===== config.mk =====
export PLATFORM = sky130hd
export DESIGN_NAME = lbnms_ctrl
export DESIGN_NICKNAME = d
export VERILOG_FILES = /design/src/hw/rtl/lbnms_pkg.sv /design/src/hw/rtl/lbnms_ctrl.sv
export SDC_FILE = /design/constraint.sdc
export NUM_CORES = 1
export LEC_CHECK = 0
export BUFFER_PORTS_ARGS = -buffer_cell sky130_fd_sc_hd__buf_4
export CORE_ASPECT_RATIO = 1.75
export CORE_UTILIZATION = 45
export CTS_BUF_LIST = sky130_fd_sc_hd__clkbuf_8
export CTS_CLUSTER_SIZE = 8
export DETAILED_ROUTE_END_ITERATION = 12
export PLACE_DENSITY = 0.65
export SLEW_MARGIN = 20
export SYNTH_ARGS = -nofsm -noshare
export SYNTH_HDL_FRONTEND = slang
export SYNTH_SLANG_ARGS = --single-unit

===== constraint.sdc =====
create_clock -name clk -period 2.9 [get_ports clk]
set_clock_uncertainty 0.1 [all_clocks]
set_input_delay 0.29 -clock clk [delete_from_list [all_inputs] [get_ports clk]]
set_output_delay 0.29 -clock clk [all_outputs]
set_load 0.01 [all_outputs]

===== src/hw/rtl/lbnms_pkg.sv =====
// shared types and constants for the letterbox correction and nms block
// no dependencies; used by lbnms_div, lbnms_ctrl, lbnms_datapath and the top level
package lbnms_pkg;

  localparam int MaxDet     = 64;
  localparam int IdxW       = $clog2(MaxDet);
  localparam int CntW       = IdxW + 1;
  localparam int MaxClasses = 4;
  localparam int ClsW       = 2;
  localparam int ClsCntW    = 3;
  localparam int DimW       = 12;
  localparam int ProdW      = 2 * DimW;
  localparam int QW         = 21;
  localparam int NumW       = 42;
  localparam int EdgeW      = QW + 2;
  localparam int PixMulW    = EdgeW + DimW + 1;
  localparam int PixW       = PixMulW - 17;
  localparam int AreaW      = 42;
  localparam int UniW       = AreaW + 2;
  localparam int InterW     = 2 * (EdgeW + 1);

  localparam logic signed [QW-1:0] QMax = 21'sh0FFFFF;
  localparam logic signed [QW-1:0] QMin = 21'sh100000;

  typedef enum logic [2:0] {
    REG_NET_WIDTH     = 3'd0,
    REG_NET_HEIGHT    = 3'd1,
    REG_IMAGE_WIDTH   = 3'd2,
    REG_IMAGE_HEIGHT  = 3'd3,
    REG_IOU_THRESHOLD = 3'd4,
    REG_CLASS_COUNT   = 3'd5
  } cfg_reg_t;

  typedef enum logic [4:0] {
    OP_NONE,
    OP_CAPTURE,
    OP_P1,
    OP_P2,
    OP_P3,
    OP_P4,
    OP_DIV,
    OP_WR,
    OP_ZRD,
    OP_ZNEXT,
    OP_E1,
    OP_E2,
    OP_E3,
    OP_SEL_INIT,
    OP_SEL,
    OP_HIT,
    OP_CNEXT,
    OP_SUP,
    OP_FIN
  } op_t;

  typedef struct packed {
    op_t op;
  } dp_cmd_t;

  typedef struct packed {
    logic last;
    logic thr_zero;
    logic div_done;
    logic scan_end;
    logic pipe_empty;
    logic found;
    logic cls_ok;
    logic class_end;
    logic class_used;
  } dp_status_t;

  function automatic logic [DimW-1:0] dim_of(input logic [DimW-1:0] v);
    return (v == '0) ? DimW'(1) : v;
  endfunction

endpackage


===== src/hw/rtl/lbnms_ctrl.sv =====
// sequencer for loading, per-class selection, emission and suppression sweeps
// depends on lbnms_pkg; drives the datapath through dp_cmd_t and reads dp_status_t
module lbnms_ctrl import lbnms_pkg::*; (
  input  logic       clk,
  input  logic       rst,
  input  logic       start,
  input  dp_status_t sts,
  output dp_cmd_t    cmd,
  output logic       busy
);

  typedef enum logic [17:0] {
    ST_IDLE = 18'd1,
    ST_P1   = 18'd2,
    ST_P2   = 18'd4,
    ST_P3   = 18'd8,
    ST_P4   = 18'd16,
    ST_DGO  = 18'd32,
    ST_DWT  = 18'd64,
    ST_WR   = 18'd128,
    ST_ZRD  = 18'd256,
    ST_ZCHK = 18'd512,
    ST_E1   = 18'd1024,
    ST_E2   = 18'd2048,
    ST_E3   = 18'd4096,
    ST_CLS  = 18'd8192,
    ST_SEL  = 18'd16384,
    ST_SELW = 18'd32768,
    ST_SUP  = 18'd65536,
    ST_FIN  = 18'd131072
  } st_t;

  st_t state, state_next;

  always_comb begin
    state_next = state;
    cmd.op = OP_NONE;
    case (state)
      ST_IDLE: begin
        if (start) begin
          cmd.op = OP_CAPTURE;
          state_next = ST_P1;
        end
      end
      ST_P1: begin
        cmd.op = OP_P1;
        state_next = ST_P2;
      end
      ST_P2: begin
        cmd.op = OP_P2;
        state_next = ST_P3;
      end
      ST_P3: begin
        cmd.op = OP_P3;
        state_next = ST_P4;
      end
      ST_P4: begin
        cmd.op = OP_P4;
        state_next = ST_DGO;
      end
      ST_DGO: begin
        cmd.op = OP_DIV;
        state_next = ST_DWT;
      end
      ST_DWT: begin
        if (sts.div_done) state_next = ST_WR;
      end
      ST_WR: begin
        cmd.op = OP_WR;
        if (!sts.last) state_next = ST_IDLE;
        else if (sts.thr_zero) state_next = ST_ZRD;
        else state_next = ST_CLS;
      end
      ST_ZRD: begin
        if (sts.scan_end) begin
          state_next = ST_FIN;
        end else begin
          cmd.op = OP_ZRD;
          state_next = ST_ZCHK;
        end
      end
      ST_ZCHK: begin
        cmd.op = OP_ZNEXT;
        state_next = sts.cls_ok ? ST_E1 : ST_ZRD;
      end
      ST_E1: begin
        cmd.op = OP_E1;
        state_next = ST_E2;
      end
      ST_E2: begin
        cmd.op = OP_E2;
        state_next = ST_E3;
      end
      ST_E3: begin
        cmd.op = OP_E3;
        state_next = sts.thr_zero ? ST_ZRD : ST_SUP;
      end
      ST_CLS: begin
        if (sts.class_end) begin
          state_next = ST_FIN;
        end else if (sts.class_used) begin
          cmd.op = OP_SEL_INIT;
          state_next = ST_SEL;
        end else begin
          cmd.op = OP_CNEXT;
        end
      end
      ST_SEL: begin
        if (sts.scan_end) state_next = ST_SELW;
        else cmd.op = OP_SEL;
      end
      ST_SELW: begin
        if (sts.found) begin
          cmd.op = OP_HIT;
          state_next = ST_E1;
        end else begin
          cmd.op = OP_CNEXT;
          state_next = ST_CLS;
        end
      end
      ST_SUP: begin
        if (!sts.scan_end) begin
          cmd.op = OP_SUP;
        end else if (sts.pipe_empty) begin
          cmd.op = OP_SEL_INIT;
          state_next = ST_SEL;
        end
      end
      ST_FIN: begin
        cmd.op = OP_FIN;
        state_next = ST_IDLE;
      end
      default: state_next = ST_IDLE;
    endcase
  end

  always_ff @(posedge clk) begin
    if (rst) state <= ST_IDLE;
    else state <= state_next;
  end

  assign busy = (state != ST_IDLE);

endmodule


==> results by group, run 1 <==
Run status
  – Run status: completed

Placement
  – Hpwl dp: 3080 um
  – Placer congestion estimate: 1.00
  – IO buf count: 17

Synthesis
  – Netlist cell types: 45
  – Number of synthesized flops with an enable pin: 0
  – Register area share after synthesis: 0.277
  – Multiplexer share of the synthesized area: 0
  – Compound-Gate Fraction of Synth Area: 0.142
  – Area share of fa/ha/maj cells after synthesis: 0
  – FF+latch count, synth: 18
  – Post-Synth Simple-Gate Area: 0.486
  – Syn Area/Cell: 8.24 sq um
  – Combinational family with the most area after synthesis: simple AND/OR/NAND/NOR gates
  – Mapped Cells: 158
  – Synth area leader: dfxtp_1
  – Synth area leaders: dfxtp_1, nor2_1, nand4_1
  – Ys async rst share: 0
  – Ys flop type: dfxtp_1
  – Synth Area in XOR/XNOR: 0.0337
  – YS warnings: 0
  – Syn Std Cell Area: 1300 sq um
  – Post-synth top area share: 0.277
  – Syn Nets: 170

Clocking
  – Cts hold-fix bufs: 0
  – CTS Sinks: 18
  – Worst-path clk slew: 0.07 ns
  – H-tree Lvls: 1
  – TritonCTS clock tree: yes
  – Clk Latency, worst-skew pair: 0.27 ns
  – TritonCTS Buffers: 3
  – Clock Path Buffers: 2
  – Root Buffer: clkbuf_8

Drt
  – Met3 wire length: 211 um
  – Routed vias/inst: 6.46
  – Number of detailed-route iterations in the first pass: 4
  – Top routing layer in use: met4
  – Wire per inst: 18.9 um
  – Post-route ant nets: 0
  – Final wirelength: 3930 um
  – Met1 WL: 1490 um
  – Met2 routed WL: 2030 um
  – Via count: 1343
  – DRC viols: 0
  – DR iter-0 viols: 60

Critical path
  – CP startpoint kind: flip-flop
  – FF-to-FF path depth: 9
  – Worst reg2reg startpoint: state[10]
  – Setup crit start: state[10]
  – CP Capture Type: output port
  – CP endpoint: cmd[3]
  – CP max FO: 8
  – Kind of critical path: reg -> out
  – CP required: 2.51 ns
  – Critical R2R Capture: state[2]
  – Critical path data arrival time: 2.45 ns
  – Register-to-register setup slack: 0.45 ns

Pwr
  – Clock power frac: 0.224
  – Switch Pwr: 363 uW
  – Pleak: 0.000596 uW
  – Seq pwr share: 0.321
  – Pint: 591 uW
  – Logic pwr share: 0.455
  – VDD IR-drop max: 0.000303 V
  – Power Density: 616 nW/um^2
  – Sw Ratio: 0.380

Layout
  – Nets: 194
  – Multi-input logic area: 895 sq um
  – Commonest non-fill, non-tap cell in the layout: buf_4
  – Top Registers: state (18)
  – Reg with most FFs: state
  – Sequential Area: 363 sq um
  – Antenna fix cells: 0
  – Most frequent cells in the layout: buf_4, nor2_1, dfxtp_1, nand4_1, nand2_1
  – Max reg flops: 18
  – # fillers: 272
  – Syn-to-layout area delta: 19.0%
  – Share of cells above drive strength 1: 0.276

Timing
  – Final hold violations: 0
  – Tcrit/Tclk final: 0.981
  – Max-Slew Margin vs Limit: 0.689
  – Least-Margin Pin Slew: 0.464 ns
  – Final setup TNS: 0 ns
  – Hold WS: 0.104 ns
  – RSZ-0062 raised after global routing: no
  – Maximum clock rate: 352 MHz
  – Post-layout min period: 2.84 ns
  – Setup Viol. Count Final: 0
  – Final Max Tran Viols: 0

Floorplanning
  – Core ar.: 2720 sq um
  – Die width: 42.7 um
  – Starting density of the core: 0.478
  – IO Pins: 18
  – Site row count: 25
  – Die area: 3120 sq um
  – Die Y-Extent: 73.1 um

Global routing
  – Global Route Usage Sum: 0.274
  – Initial antenna violation count: 0
  – Overflow after GRT: 0
  – Global-route wire length before repair: 6330 um
  – Vias in the first global route: 1312
  – Largest net degree at the start of global routing: 11

Run
  – Max-cap check violation count: 0

Worst hold path
  – Hold Path Class: in -> reg
==> kinds of logic (layout without fill, tap and decap cells) <==
group / Yosys count / after routing
and+or+nand+nor: 100 / 100
AOI/OAI and AO/OA: 24 / 24
DFF: 18 / 18
buffers and inverters: 11 / 34
xor gates and xnor gates: 5 / 5
==> worst max-delay path: stages, from the launching register on <==
cell and delay (ns):
dfxtp_1 0.41, or4_4 0.57, nor4_4 0.32, buf_4 0.18, nand3_2 0.12, o211ai_1 0.26, nor3b_1 0.11, o21ai_0 0.08
buf_4 0.14
==> power groups by stage <==
stage	Clock [uW]	Sequential, uW	Combinational, uW
after floorplan	0	297	274
after global placement	0	309	402
after detailed placement	0	309	403
after CTS	218	302	416
after global routing	225	308	470
final	214	306	434
==> final cells by class <==
cell class / count / share of cell area
multi-input combinational: 129 / 0.578
sequential: 18 / 0.234
timing repair buffer: 24 / 0.116
clock buffer: 4 / 0.0355
tap: 27 / 0.0218
inverter: 6 / 0.0145
==> worst min-delay path by stage <==
stage	startpoint	endpoint	slack [ns]	depth (start not counted)
final	rst	state[16]	0.10	2
after global routing	rst	state[16]	0.12	2
after CTS	rst	state[16]	0.11	2
after detailed placement	rst	state[16]	0.39	2
after global placement	rst	state[16]	0.39	2
after floorplan	rst	state[6]	0.26	1
==> routing by layer <==
| layer | up-vias | global-route usage |
|---|---|---|
| li1 | 642 | - |
| met1 | 633 | 0.305 |
| met2 | 50 | 0.481 |
| met3 | 18 | 0.0322 |
| met4 | 0 | 0.167 |
| met5 | - | 0 |
==> timing repair <==
item	in CTS	in global routing
endpoints found under the hold margin	0	0
pin swaps	1	2
endpoints found under the setup margin	2	4
buffers inserted	2	1
gates resized for setup	0	7
==> synthesized netlist by cell type, types with 2 or more instances <==
cell type / number
and3_1: 4
nor4_1: 9
o211ai_1: 2
nor2_1: 20
o21a_1: 2
nor4_2: 2
or2b_1: 4
o21ai_0: 2
buf_6: 2
o221ai_1: 2
xnor2_1: 3
nand2b_1: 6
xor2_1: 2
o32a_1: 2
nor4_4: 2
nand2_1: 9
a21oi_1: 6
nand3b_1: 4
nand4_1: 10
dfxtp_1: 18
or3_1: 5
nor3_1: 6
inv_1: 6
nor3b_1: 3
buf_4: 2
or2_2: 6
==> per-stage QoR <==
| step | total power [uW] | cell area [sq um] | worst slack [ns] | utilization | cells |
|---|---|---|---|---|---|
| floorplan | 571 | 1300 | 0.668 | - | 158 |
| global placement | 711 | 1440 | 0.257 | 0.527 | 201 |
| detailed placement | 712 | 1440 | 0.252 | 0.527 | 201 |
| CTS | 936 | 1510 | 0.00248 | 0.553 | 207 |
| global route | 1000 | 1550 | 0.0162 | 0.569 | 208 |
| finish | 954 | 1550 | 0.0554 | 0.569 | 208 |
Note: power is estimated with default switching activity, not from simulation.
==> run 2: changes to the inputs <==
--- a/config.mk
+++ b/config.mk
@@ -5,7 +5,9 @@
 export SDC_FILE = /design/constraint.sdc
 export NUM_CORES = 1
 export LEC_CHECK = 0
+export ABC_AREA = 1
 export BUFFER_PORTS_ARGS = -buffer_cell sky130_fd_sc_hd__buf_4
+export CAP_MARGIN = 30
 export CORE_ASPECT_RATIO = 1.75
 export CORE_UTILIZATION = 45
 export CTS_BUF_LIST = sky130_fd_sc_hd__clkbuf_8
==> run 2 against run 1 <==
Net effect: clock-buffer cell count stayed put; synthesized cell count is 41% higher; sequential cell count stayed put; setup slack better by 0.29 ns; first-iteration DRC count is 47% lower; register-to-register slack better by 0.35 ns.
==> results by group, run 2 <==
Timing
  – PnR worst setup slack: 0.342 ns
  – RSZ-0062 raised after global routing: no
  – Post-layout min period: 2.56 ns
  – Final setup TNS: 0 ns
  – Final hold violations: 0
  – Tcrit/Tclk final: 0.882
  – Setup Viol. Count Final: 0
  – Maximum clock rate: 391 MHz
  – Least-Margin Pin Slew: 0.508 ns
  – Max-Slew Margin vs Limit: 0.661
  – Final Max Tran Viols: 0

Run
  – Max-cap check violation count: 0

Layout
  – Top Registers: state (18)
  – Fin util: 0.554
  – Sequential Area: 360 sq um
  – Most frequent cells in the layout: inv_1, nor2_1, nand2_1, nand3_1, dfxtp_1
  – Max reg flops: 18
  – Non-filler cells, final: 268
  – Share of cells above drive strength 1: 0.162
  – Syn-to-layout area delta: 14.4%
  – Reg with most FFs: state
  – Antenna fix cells: 0
  – Nets: 254
  – Commonest non-fill, non-tap cell in the layout: inv_1
  – Final instance area: 1540 sq um
  – Multi-input logic area: 776 sq um
  – # fillers: 312

Critical path
  – CP max FO: 14
  – Largest stage delay, worst path: 0.42 ns
  – Critical R2R Capture: state[15]
  – Critical path cell sequence: nor2_1, nand2_1, nor2_2, nand3_1, o21ai_0, inv_1, o2111ai_1, buf_4
  – CP startpoint kind: flip-flop
  – Slowest-stage cell, CP: nor2_2
  – CP required: 2.51 ns
  – FF-to-FF path depth: 10
  – Register-to-register setup slack: 0.80 ns
  – WP buf/inv: 2
  – CP Capture Type: output port
  – Kind of critical path: reg -> out
  – CP top delay family: simple AND/OR/NAND/NOR gates
  – Critical path data arrival time: 2.17 ns
  – Worst reg2reg startpoint: state[14]

Clocking
  – TritonCTS Buffers: 3
  – Clk Latency, worst-skew pair: 0.26 ns
  – H-tree Lvls: 1
  – CTS Sinks: 18
  – CTS resizes: 0
  – TritonCTS clock tree: yes
  – Cts hold-fix bufs: 0
  – Root Buffer: clkbuf_8
  – Setup repair bufs after CTS: 0
  – Worst-path clk slew: 0.08 ns
  – Clock Path Buffers: 2

Synthesis
  – Syn Std Cell Area: 1350 sq um
  – Most frequent cell after synthesis: inv_1
  – Synth area leaders: dfxtp_1, inv_1, nor2_1
  – Netlist cell types: 24
  – Syn Area/Cell: 6.04 sq um
  – YS warnings: 0
  – Syn Nets: 235
  – Mapped Cells: 223
  – FF+latch count, synth: 18
  – Post-synth top area share: 0.267
  – Synth area leader: dfxtp_1
  – Ys async rst share: 0
  – Number of synthesized flops with an enable pin: 0
  – Register area share after synthesis: 0.267
  – Ys flop type: dfxtp_1
  – Commonest cells in the netlist: inv_1, nor2_1, nand2_1

Placement
  – Worst slack, placed: 0.684 ns
  – IO buf count: 17
  – Area after DPL: 1490 sq um
  – Hpwl dp: 2780 um
  – Placer congestion estimate: 0.924
  – Placed cells: 264

Pwr
  – Power Density: 663 nW/um^2
  – Pleak: 0.000945 uW
  – Clock power frac: 0.209
  – Pint: 563 uW
  – Switch Pwr: 459 uW
  – Seq pwr share: 0.290
  – VDD IR-drop max: 0.000572 V
  – Sw Ratio: 0.449
  – Logic pwr share: 0.501

Floorplanning
  – Die Y-Extent: 74.4 um
  – IO Pins: 18
  – Starting density of the core: 0.484
  – Die area: 3230 sq um
  – Die width: 43.4 um
  – Core ar.: 2780 sq um
  – Site row count: 25

Drt
  – DRC viols: 0
  – Final wirelength: 3440 um
  – Via count: 1402
  – Met3 wire length: 119 um
  – Top routing layer in use: met4
  – Number of detailed-route iterations in the first pass: 4
  – Wire per inst: 12.8 um
  – DR iter-0 viols: 32
  – Met1 WL: 1360 um
  – Met2 routed WL: 1870 um
  – Post-route ant nets: 0
  – Routed vias/inst: 5.23

Worst hold path
  – Hold Path Depth: 2
  – Hold Crit Start: rst
  – Hold Path Sink: state[16]
  – Hold Path Class: in -> reg

Global routing
  – Global Route Usage Sum: 0.234
  – Initial antenna violation count: 0
  – Overflow after GRT: 0
  – Largest net degree at the start of global routing: 15
  – Global-route wire length before repair: 5550 um
  – Vias in the first global route: 1297

Run status
  – Run status: completed
## run 2: cell types whose count changed after synthesis, sizes merged, moves of 4 or more
| cell | before | now |
|---|---|---|
| nor4 | 13 | 0 |
| inv | 6 | 49 |
| nor2 | 20 | 49 |
| or2b | 4 | 0 |
| nand3 | 1 | 29 |
| and3 | 4 | 0 |
| or3 | 5 | 0 |
| o21ai | 2 | 8 |
| or2 | 6 | 1 |
| nand2 | 9 | 38 |
| nand2b | 6 | 0 |
## run 2: worst max-delay path by stage
stage	from	endpoint	depth (start not counted)
after floorplan	state[14]	cmd[0]	8
after global placement	state[14]	cmd[0]	8
after detailed placement	state[14]	cmd[0]	8
after CTS	state[14]	cmd[0]	8
after global routing	state[14]	cmd[0]	8
final	state[14]	cmd[0]	8
## run 2: cells by family (layout without fill, tap and decap cells)
logic type	after synthesis	count (layout)	share of synthesized area
flops	18	18	0.267
buf+inv	53	71	0.157
simple gates	139	139	0.525
compound gates	13	13	0.0511
## run 2: layer usage
layer / vias up / global-route usage
li1: 733 / -
met1: 618 / 0.234
met2: 40 / 0.466
met3: 11 / 0.0364
met4: 0 / 0.0833
met5: - / 0
## run 2: worst reg2reg max path, delay by kind of cell, from the launching register on
kind	cells	cell delay [ns]
DFF	1	0.34
buffers and inverters	2	0.17
and+or+nand+nor	8	1.38
## run 2: power by group through the flow
stage	combinational (uW)	clock, uW	sequential (uW)
final	512	213	296
after global placement	510	0	301
after floorplan	396	0	298
after CTS	511	213	296
after global routing	568	220	299
after detailed placement	508	0	302
## run 2: area by class of cell
| class | instances | area share |
|---|---|---|
| multi-input cells | 152 | 0.503 |
| flip-flops and latches | 18 | 0.234 |
| inverters | 50 | 0.123 |
| repair buffers | 17 | 0.0828 |
| clock buffers | 4 | 0.0357 |
| well taps | 27 | 0.0219 |
## run 2: per-stage QoR
step                total power [uW]  hold slack [ns]
detailed placement               810            0.414
global route                    1090            0.155
CTS                             1020            0.142
finish                          1020            0.137
global placement                 810            0.404
floorplan                        693            0.259
